**src/rtl/fpic_pkg.sv**
```systemverilog
`timescale 1ns / 1ps

package fpic_pkg;

  localparam int SAMPLE_W = 16;
  localparam int GAIN_W   = 16;
  localparam int INTEG_W  = 32;
  localparam int PROD_W   = 32;
  localparam int PROP_SHIFT  = 8;
  localparam int INTEG_SHIFT = 16;
  // width of proportional term plus integral term, one guard bit
  localparam int SUM_W = PROD_W - PROP_SHIFT + 1;

  localparam int CFG_ADDR_W = 4;
  localparam int CFG_DATA_W = 32;

  typedef logic [1:0] reg_idx_t;
  localparam reg_idx_t REG_PROP_GAIN  = 2'd0;
  localparam reg_idx_t REG_INTEG_GAIN = 2'd1;
  localparam reg_idx_t REG_OUT_MIN    = 2'd2;
  localparam reg_idx_t REG_OUT_MAX    = 2'd3;

  typedef logic [1:0] limit_t;
  localparam limit_t LIMIT_NONE = 2'd0;
  localparam limit_t LIMIT_MIN  = 2'd1;
  localparam limit_t LIMIT_MAX  = 2'd2;
  localparam limit_t LIMIT_BAD  = 2'd3;

  localparam logic signed [GAIN_W-1:0]   PROP_GAIN_RST  = 16'sd0;
  localparam logic signed [GAIN_W-1:0]   INTEG_GAIN_RST = 16'sd0;
  localparam logic signed [SAMPLE_W-1:0] OUT_MIN_RST    = -16'sd32768;
  localparam logic signed [SAMPLE_W-1:0] OUT_MAX_RST    = 16'sd32767;

  localparam logic signed [INTEG_W-1:0] INTEG_MAX = 32'sh7fff_ffff;
  localparam logic signed [INTEG_W-1:0] INTEG_MIN = 32'sh8000_0000;

  typedef struct packed {
    logic signed [SAMPLE_W-1:0] drive;
    limit_t                     limit;
    logic signed [INTEG_W-1:0]  integ;
  } step_res_t;

endpackage

```
**src/rtl/fpic_step.sv**
```systemverilog
`timescale 1ns / 1ps

// Integrator update, output sum, clamp and anti-windup for one sample.
module fpic_step
  import fpic_pkg::*;
(
  input  logic signed [INTEG_W-1:0]  integ_cur,
  input  logic signed [PROD_W-1:0]   prop_prod,
  input  logic signed [PROD_W-1:0]   integ_prod,
  input  logic signed [SAMPLE_W-1:0] out_min,
  input  logic signed [SAMPLE_W-1:0] out_max,
  output step_res_t                  res
);

  logic signed [INTEG_W:0]   acc_wide;
  logic signed [INTEG_W-1:0] acc_sat;
  logic signed [SUM_W-1:0]   y_sum;
  logic signed [SUM_W-1:0]   lo_ext;
  logic signed [SUM_W-1:0]   hi_ext;

  assign acc_wide = {integ_cur[INTEG_W-1], integ_cur} + {integ_prod[PROD_W-1], integ_prod};

  // overflow when the two top bits disagree; the top bit gives the direction
  always_comb begin
    if (acc_wide[INTEG_W] != acc_wide[INTEG_W-1]) begin
      acc_sat = acc_wide[INTEG_W] ? INTEG_MIN : INTEG_MAX;
    end else begin
      acc_sat = acc_wide[INTEG_W-1:0];
    end
  end

  // arithmetic shifts are just the upper slices, sign extended
  assign y_sum = SUM_W'($signed(prop_prod[PROD_W-1:PROP_SHIFT]))
               + SUM_W'($signed(acc_sat[INTEG_W-1:INTEG_SHIFT]));
  assign lo_ext = SUM_W'(out_min);
  assign hi_ext = SUM_W'(out_max);

  always_comb begin
    res.drive = y_sum[SAMPLE_W-1:0];
    res.limit = LIMIT_NONE;
    res.integ = acc_sat;
    if (y_sum < lo_ext) begin
      res.drive = out_min;
      res.limit = LIMIT_MIN;
      if (acc_sat < integ_cur) begin
        res.integ = integ_cur;
      end
    end else if (y_sum > hi_ext) begin
      res.drive = out_max;
      res.limit = LIMIT_MAX;
      if (acc_sat > integ_cur) begin
        res.integ = integ_cur;
      end
    end
  end

endmodule

```
**src/rtl/fixed_point_pi_controller.sv**
```systemverilog
`timescale 1ns / 1ps

// Channel  | Direction | Handshake          | Payload
// in_      | input     | in_valid/in_stall  | in_err_sample (s16)
// out_     | output    | out_valid/out_stall| out_drive_out (s16), out_limit_hit (2)
// cfg_     | APB slave | psel/penable       | 4 regs at 4*i, pready tied high
//
// One sample per cycle with out_stall low; out_valid rises as drive_r is loaded.
// The first stage registers both gain products, the second stage updates the
// integrator and clamps the output into the result register.
// Synchronous active-low reset: integrator zero, gains zero, limits full range.
// out_stall backs up through the two stages; in_stall rises only when both are full.
module fixed_point_pi_controller
  import fpic_pkg::*;
(
  input  logic                        clk,
  input  logic                        rst_n,

  input  logic                        in_valid,
  output logic                        in_stall,
  input  logic signed [SAMPLE_W-1:0]  in_err_sample,

  output logic                        out_valid,
  input  logic                        out_stall,
  output logic signed [SAMPLE_W-1:0]  out_drive_out,
  output logic [1:0]                  out_limit_hit,

  input  logic                        cfg_psel,
  input  logic                        cfg_penable,
  input  logic                        cfg_pwrite,
  input  logic [CFG_ADDR_W-1:0]       cfg_paddr,
  input  logic [CFG_DATA_W-1:0]       cfg_pwdata,
  output logic [CFG_DATA_W-1:0]       cfg_prdata,
  output logic                        cfg_pready
);

  logic signed [GAIN_W-1:0]   prop_gain_r;
  logic signed [GAIN_W-1:0]   integ_gain_r;
  logic signed [SAMPLE_W-1:0] out_min_r;
  logic signed [SAMPLE_W-1:0] out_max_r;
  logic signed [INTEG_W-1:0]  integ_r;

  logic                       prod_vld_r;
  logic signed [PROD_W-1:0]   prop_prod_r;
  logic signed [PROD_W-1:0]   integ_prod_r;
  logic signed [PROD_W-1:0]   prop_prod_nxt;
  logic signed [PROD_W-1:0]   integ_prod_nxt;

  logic                       out_vld_r;
  logic signed [SAMPLE_W-1:0] drive_r;
  limit_t                     limit_r;

  logic                       cfg_wr;
  reg_idx_t                   cfg_idx;
  logic signed [GAIN_W-1:0]   cfg_val;
  logic signed [GAIN_W-1:0]   rd_val;

  logic                       out_free;
  logic                       prod_adv;
  logic                       prod_free;
  logic                       in_take;
  step_res_t                  step_res;

  // ---------------- configuration ----------------
  assign cfg_pready = 1'b1;
  assign cfg_wr     = cfg_psel & cfg_penable & cfg_pwrite;
  assign cfg_idx    = cfg_paddr[CFG_ADDR_W-1:2];
  assign cfg_val    = cfg_pwdata[GAIN_W-1:0];

  always_comb begin
    case (cfg_idx)
      REG_PROP_GAIN:  rd_val = prop_gain_r;
      REG_INTEG_GAIN: rd_val = integ_gain_r;
      REG_OUT_MIN:    rd_val = out_min_r;
      REG_OUT_MAX:    rd_val = out_max_r;
      default:        rd_val = prop_gain_r;
    endcase
  end
  assign cfg_prdata = CFG_DATA_W'(rd_val);

  always_ff @(posedge clk) begin
    if (!rst_n) begin
      prop_gain_r  <= PROP_GAIN_RST;
      integ_gain_r <= INTEG_GAIN_RST;
      out_min_r    <= OUT_MIN_RST;
      out_max_r    <= OUT_MAX_RST;
    end else if (cfg_wr) begin
      case (cfg_idx)
        REG_PROP_GAIN:  prop_gain_r  <= cfg_val;
        REG_INTEG_GAIN: integ_gain_r <= cfg_val;
        REG_OUT_MIN:    out_min_r    <= cfg_val;
        REG_OUT_MAX:    out_max_r    <= cfg_val;
        default:        prop_gain_r  <= prop_gain_r;
      endcase
    end
  end

  // ---------------- flow control ----------------
  assign out_free  = !out_vld_r || !out_stall;
  assign prod_adv  = prod_vld_r && out_free;
  assign prod_free = !prod_vld_r || out_free;
  assign in_stall  = !prod_free;
  assign in_take   = in_valid && prod_free;

  // ---------------- stage 1: products ----------------
  assign prop_prod_nxt  = PROD_W'(in_err_sample) * PROD_W'(prop_gain_r);
  assign integ_prod_nxt = PROD_W'(in_err_sample) * PROD_W'(integ_gain_r);

  always_ff @(posedge clk) begin
    if (!rst_n) begin
      prod_vld_r <= 1'b0;
    end else if (prod_free) begin
      prod_vld_r <= in_valid;
    end
  end

  always_ff @(posedge clk) begin
    if (in_take) begin
      prop_prod_r  <= prop_prod_nxt;
      integ_prod_r <= integ_prod_nxt;
    end
  end

  // ---------------- stage 2: integrate and clamp ----------------
  fpic_step u_step (
    .integ_cur  (integ_r),
    .prop_prod  (prop_prod_r),
    .integ_prod (integ_prod_r),
    .out_min    (out_min_r),
    .out_max    (out_max_r),
    .res        (step_res)
  );

  always_ff @(posedge clk) begin
    if (!rst_n) begin
      integ_r <= '0;
    end else if (cfg_wr && cfg_idx == REG_INTEG_GAIN && cfg_val == '0) begin
      // a zero integral gain write always clears the integrator
      integ_r <= '0;
    end else if (prod_adv) begin
      integ_r <= step_res.integ;
    end
  end

  always_ff @(posedge clk) begin
    if (!rst_n) begin
      out_vld_r <= 1'b0;
    end else if (out_free) begin
      out_vld_r <= prod_vld_r;
    end
  end

  always_ff @(posedge clk) begin
    if (prod_adv) begin
      drive_r <= step_res.drive;
      limit_r <= step_res.limit;
    end
  end

  assign out_valid     = out_vld_r;
  assign out_drive_out = drive_r;
  assign out_limit_hit = limit_r;

endmodule

```
**config.mk**
```make
export PLATFORM = sky130hd
export DESIGN_NAME = fixed_point_pi_controller
export DESIGN_NICKNAME = d
export VERILOG_FILES = /design/src/rtl/fpic_pkg.sv /design/src/rtl/fpic_step.sv /design/src/rtl/fixed_point_pi_controller.sv
export SDC_FILE = /design/constraint.sdc
export NUM_CORES = 2
export LEC_CHECK = 0
export ABC_AREA = 1
export BUFFER_PORTS_ARGS = -buffer_cell sky130_fd_sc_hd__buf_2
export CORE_UTILIZATION = 60
export CTS_CLUSTER_DIAMETER = 30
export DETAILED_ROUTE_END_ITERATION = 12
export GPL_TIMING_DRIVEN = 0
export HOLD_SLACK_MARGIN = 0.12
export PLACE_DENSITY = 0.75
export SYNTH_ARGS = -nofsm -noshare
export SYNTH_HDL_FRONTEND = slang
export SYNTH_HIERARCHICAL = 1
export SYNTH_SLANG_ARGS = --single-unit
```
**constraint.sdc**
```tcl
create_clock -name clk -period 9.79 [get_ports clk]
set_input_delay 2.937 -clock clk [delete_from_list [all_inputs] [get_ports clk]]
set_output_delay 2.937 -clock clk [all_outputs]
set_load 0.005 [all_outputs]
```
==> PnR_summary.wiki <==
{| class="wikitable"
! Metric !! Value
|-
| Status || completed
|-
| Maximum resistive drop on vdd || 0.000476 V
|-
| Total gr overflow || 0
|-
| Syn Std Cell Area || between 30000 and 40000 sq um
|-
| Slowest cell on the critical path || sky130_fd_sc_hd__fa_1
|-
| Root buffer selected by CTS || sky130_fd_sc_hd__clkbuf_16
|-
| Routed Antenna Nets || 0
|-
| Switching portion of total power || 58.9%
|-
| Avg Vias per Cell || roughly 5.4
|-
| Growth of design area from synthesis to finish || 5.59%
|-
| Upper clock frequency limit || ~110 MHz
|-
| Number of design-rule violations left by the first detailed-router iteration || approximately 2900
|-
| Portion of the clock cycle consumed by the worst path in the final layout || between 90% and 100%
|-
| Placeable core region || a little under 60000 sq um
|-
| Area used by multi-input combinational logic || roughly 26000 sq um
|-
| Setup slack of the critical path after layout || between 0.9 and 1 ns
|-
| Internal Dissipation || roughly 4.0 mW
|-
| Post-Place Setup Slack || about 0.48 ns
|-
| Clock group share of total power || 6.9%
|-
| Routability cong. || around 0.97
|-
| Number of global-route vias before repair || 31500
|-
| Worst-margin pin slew || ~1.2 ns
|-
| CTS tree || built
|-
| Hold Fails Final Rpt || 0
|-
| Clock sink count || between 150 and 200
|-
| Final standard cell area without fillers || 37900 sq um
|-
| Number of standard-cell rows in the floorplan || a little under 90
|-
| Final-layout setup total negative slack || 0 ns
|-
| Number of buffers added by the clock tree synthesis step || 17
|-
| Sequential cell area || ~4200 sq um
|-
| CP dominant cell by count || sky130_fd_sc_hd__fa_1
|-
| Maximum level of the CTS H-tree || 4
|-
| Required @ worst endpoint || between 9 and 10 ns
|-
| Clock slew at reported path FFs || about 0.070 ns
|-
| Initial cell density of the core || about three fifths
|-
| Placed standard-cell area || 37300 sq um
|-
| Delay of the slowest cell on the worst path || between 0.6 and 0.7 ns
|-
| Power density relative to cell area || 259 nW/um^2
|-
| Syn Nets || roughly 6000
|-
| FILL cells || 5464
|-
| Resized cells post-CTS || 0
|-
| 1st-pass router iterations || 8
|-
| Cell Chain, Critical Path || buf_2 > clkbuf_1 > nand2_1 > fa_1 > inv_1 > fa_1 > fa_1 > inv_1 > fa_1 > inv_1 > fa_1 > inv_1 > fa_1 > inv_1 > ha_1 > a21oi_1 > o21ai_0 > a21oi_1 > nand3_1 > nand2_1 > nand2_1
|-
| HPWL Detailed || between 80000 and 90000 microns
|-
| Path type of the worst min-delay path || flip-flop to flip-flop
|-
| Post-CTS Setup Repair Bufs || 0
|-
| Highest net fanout along the worst path || 10
|-
| Clk_lat worst skew || ~0.47 ns
|-
| Part of the total power dissipated in combinational logic || between 80% and 90%
|-
| Total number of vias || between 30000 and 40000
|-
| Total detailed-routing wirelength || approximately 110000 microns
|-
| Post-layout power || approximately 9.8 mW
|-
| Y dimension of the die || 246 microns
|-
| Sequential Power Share || between 10% and 20%
|-
| Clock Path Buffers || 2
|-
| Number of warnings reported in the yosys synthesis log || 6
|-
| Final worst clock skew || around 0.018 ns
|-
| Endpoint type of the worst setup path || flip-flop
|-
| Ports placed on the boundary || roughly 110
|-
| GRT Overall Usage || 35.7%
|-
| Maximum number of pins on one net before global-route repair || 33
|-
| Shortest period the worst path allows || ~8.9 ns
|-
| Slew headroom || a little under a fifth
|-
| Sw Pwr || between 5 and 6 mW
|-
| Net total in the final layout || around 6000
|-
| Start-to-end type of the worst setup path || primary input to flip-flop
|-
| Worst Setup Start Kind || primary input
|-
| Arr. time, crit path || approximately 9 ns
|-
| RSZ-0062 raised after global routing || false
|-
| Global-route wire length before repair || between 150000 and 200000 microns
|-
| Register-to-register path setup slack || about 0.97 ns
|-
| Floorplan die area || 60700 sq um
|-
| Gate Count Post-Synth || just over 5000
|-
| Wire length per cell after detailed routing || between 15 and 20 microns
|-
| Drt drc || 0
|-
| Worst hold slack after final layout || approximately 0.49 ns
|-
| IO Port Bufs || 92
|-
| Horizontal extent of the die || about 250 microns
|-
| Maximum Capacitance Violations || 0
|-
| Count of pins over their slew limit || 0
|-
| Count of final setup violators || 0
|-
| Fraction of final layout cells sized beyond drive strength 1 || under 10%
|-
| Post-CTS Hold Fix Bufs || 0
|-
| Synthesized area per cell || 7.02 sq um
|-
| Number of antenna violations at the first check in global routing || 3
|-
| Static leakage power || between 20 and 25 nW
|}
==> power by group through the flow <==
| stage | combinational, mW | sequential [mW] | clock (mW) |
|---|---|---|---|
| global placement | 7.69 | 1.05 | 0 |
| finish | 8.08 | 1.03 | 0.673 |
| detailed placement | 7.85 | 1.05 | 0 |
| global route | 9.05 | 1.04 | 0.701 |
| CTS | 7.89 | 1.03 | 0.674 |
| floorplan | 5.81 | 1.01 | 0 |
==> placed cells by master (no fill, tap or decap), drive strengths merged, types with 21 or more instances in the layout <==
cell / count
inv: 1281
a21oi: 135
nand3: 236
buf: 161
o21bai: 21
xor2: 50
nand4: 85
edfxtp: 74
dfxtp: 98
nor3: 25
fa: 526
clkbuf: 140
nor2: 333
o21ai: 112
nand2: 1584
ha: 303
==> sequential cells by signal, indices dropped and copies added (netlist names) <==
| signal | cells |
|---|---|
| integ_gain_r | 16 |
| integ_prod_r | 32 |
| integ_r | 32 |
| out_drive_out | 16 |
| out_limit_hit | 2 |
| out_max_r | 16 |
| out_min_r | 16 |
| out_valid | 1 |
| prod_vld_r | 1 |
| prop_gain_r | 16 |
| prop_prod_r | 24 |
==> path summary, 6_finish.rpt <==
kind,start,to,cells after the start
setup / recovery,in_err_sample[15],integ_prod_r[29],21
hold reg to reg,out_max_r[2],out_max_r[2],2
setup reg to reg,integ_prod_r[8],out_drive_out[0],45
hold / removal,out_max_r[2],out_max_r[2],2
==> layer usage <==
layer / vias to the layer above / share of wire (%) / global-route usage (%)
li1: 15300 / - / -
met4: 2 / 4.4 / 15.4
met1: 15200 / 40 / 46.7
met2: 1440 / 46 / 58.5
met5: - / 0.0067 / 0
met3: 276 / 9.3 / 5.63
==> final cells by class <==
class	count	share of cell area (%)
inverters	1273	12.6
plain buffers	191	2.48
multi-input cells	3472	68.5
clock buffers	17	1.12
flip-flops and latches	172	11.1
repair buffers	93	1.27
diodes	1	0.00661
clock inverters	15	0.337
well taps	773	2.56
==> through the flow <==
stage | util [%] | std cells
after floorplan | - | 5108
after global placement | 63.2 | 5973
after detailed placement | 63.2 | 5974
after CTS | 64.1 | 6006
after global routing | 64.1 | 6006
final | 64.1 | 6007
==> worst max-delay path, delay by kind of cell <==
family	cells	cell delay, ns
adder cells (fa/ha/maj)	7	3.87
buffers and inverters	7	1.04
AO/OA/AOI/OAI	3	0.64
AND/OR/NAND/NOR	4	0.53
Power figures use the tool's default switching activity.
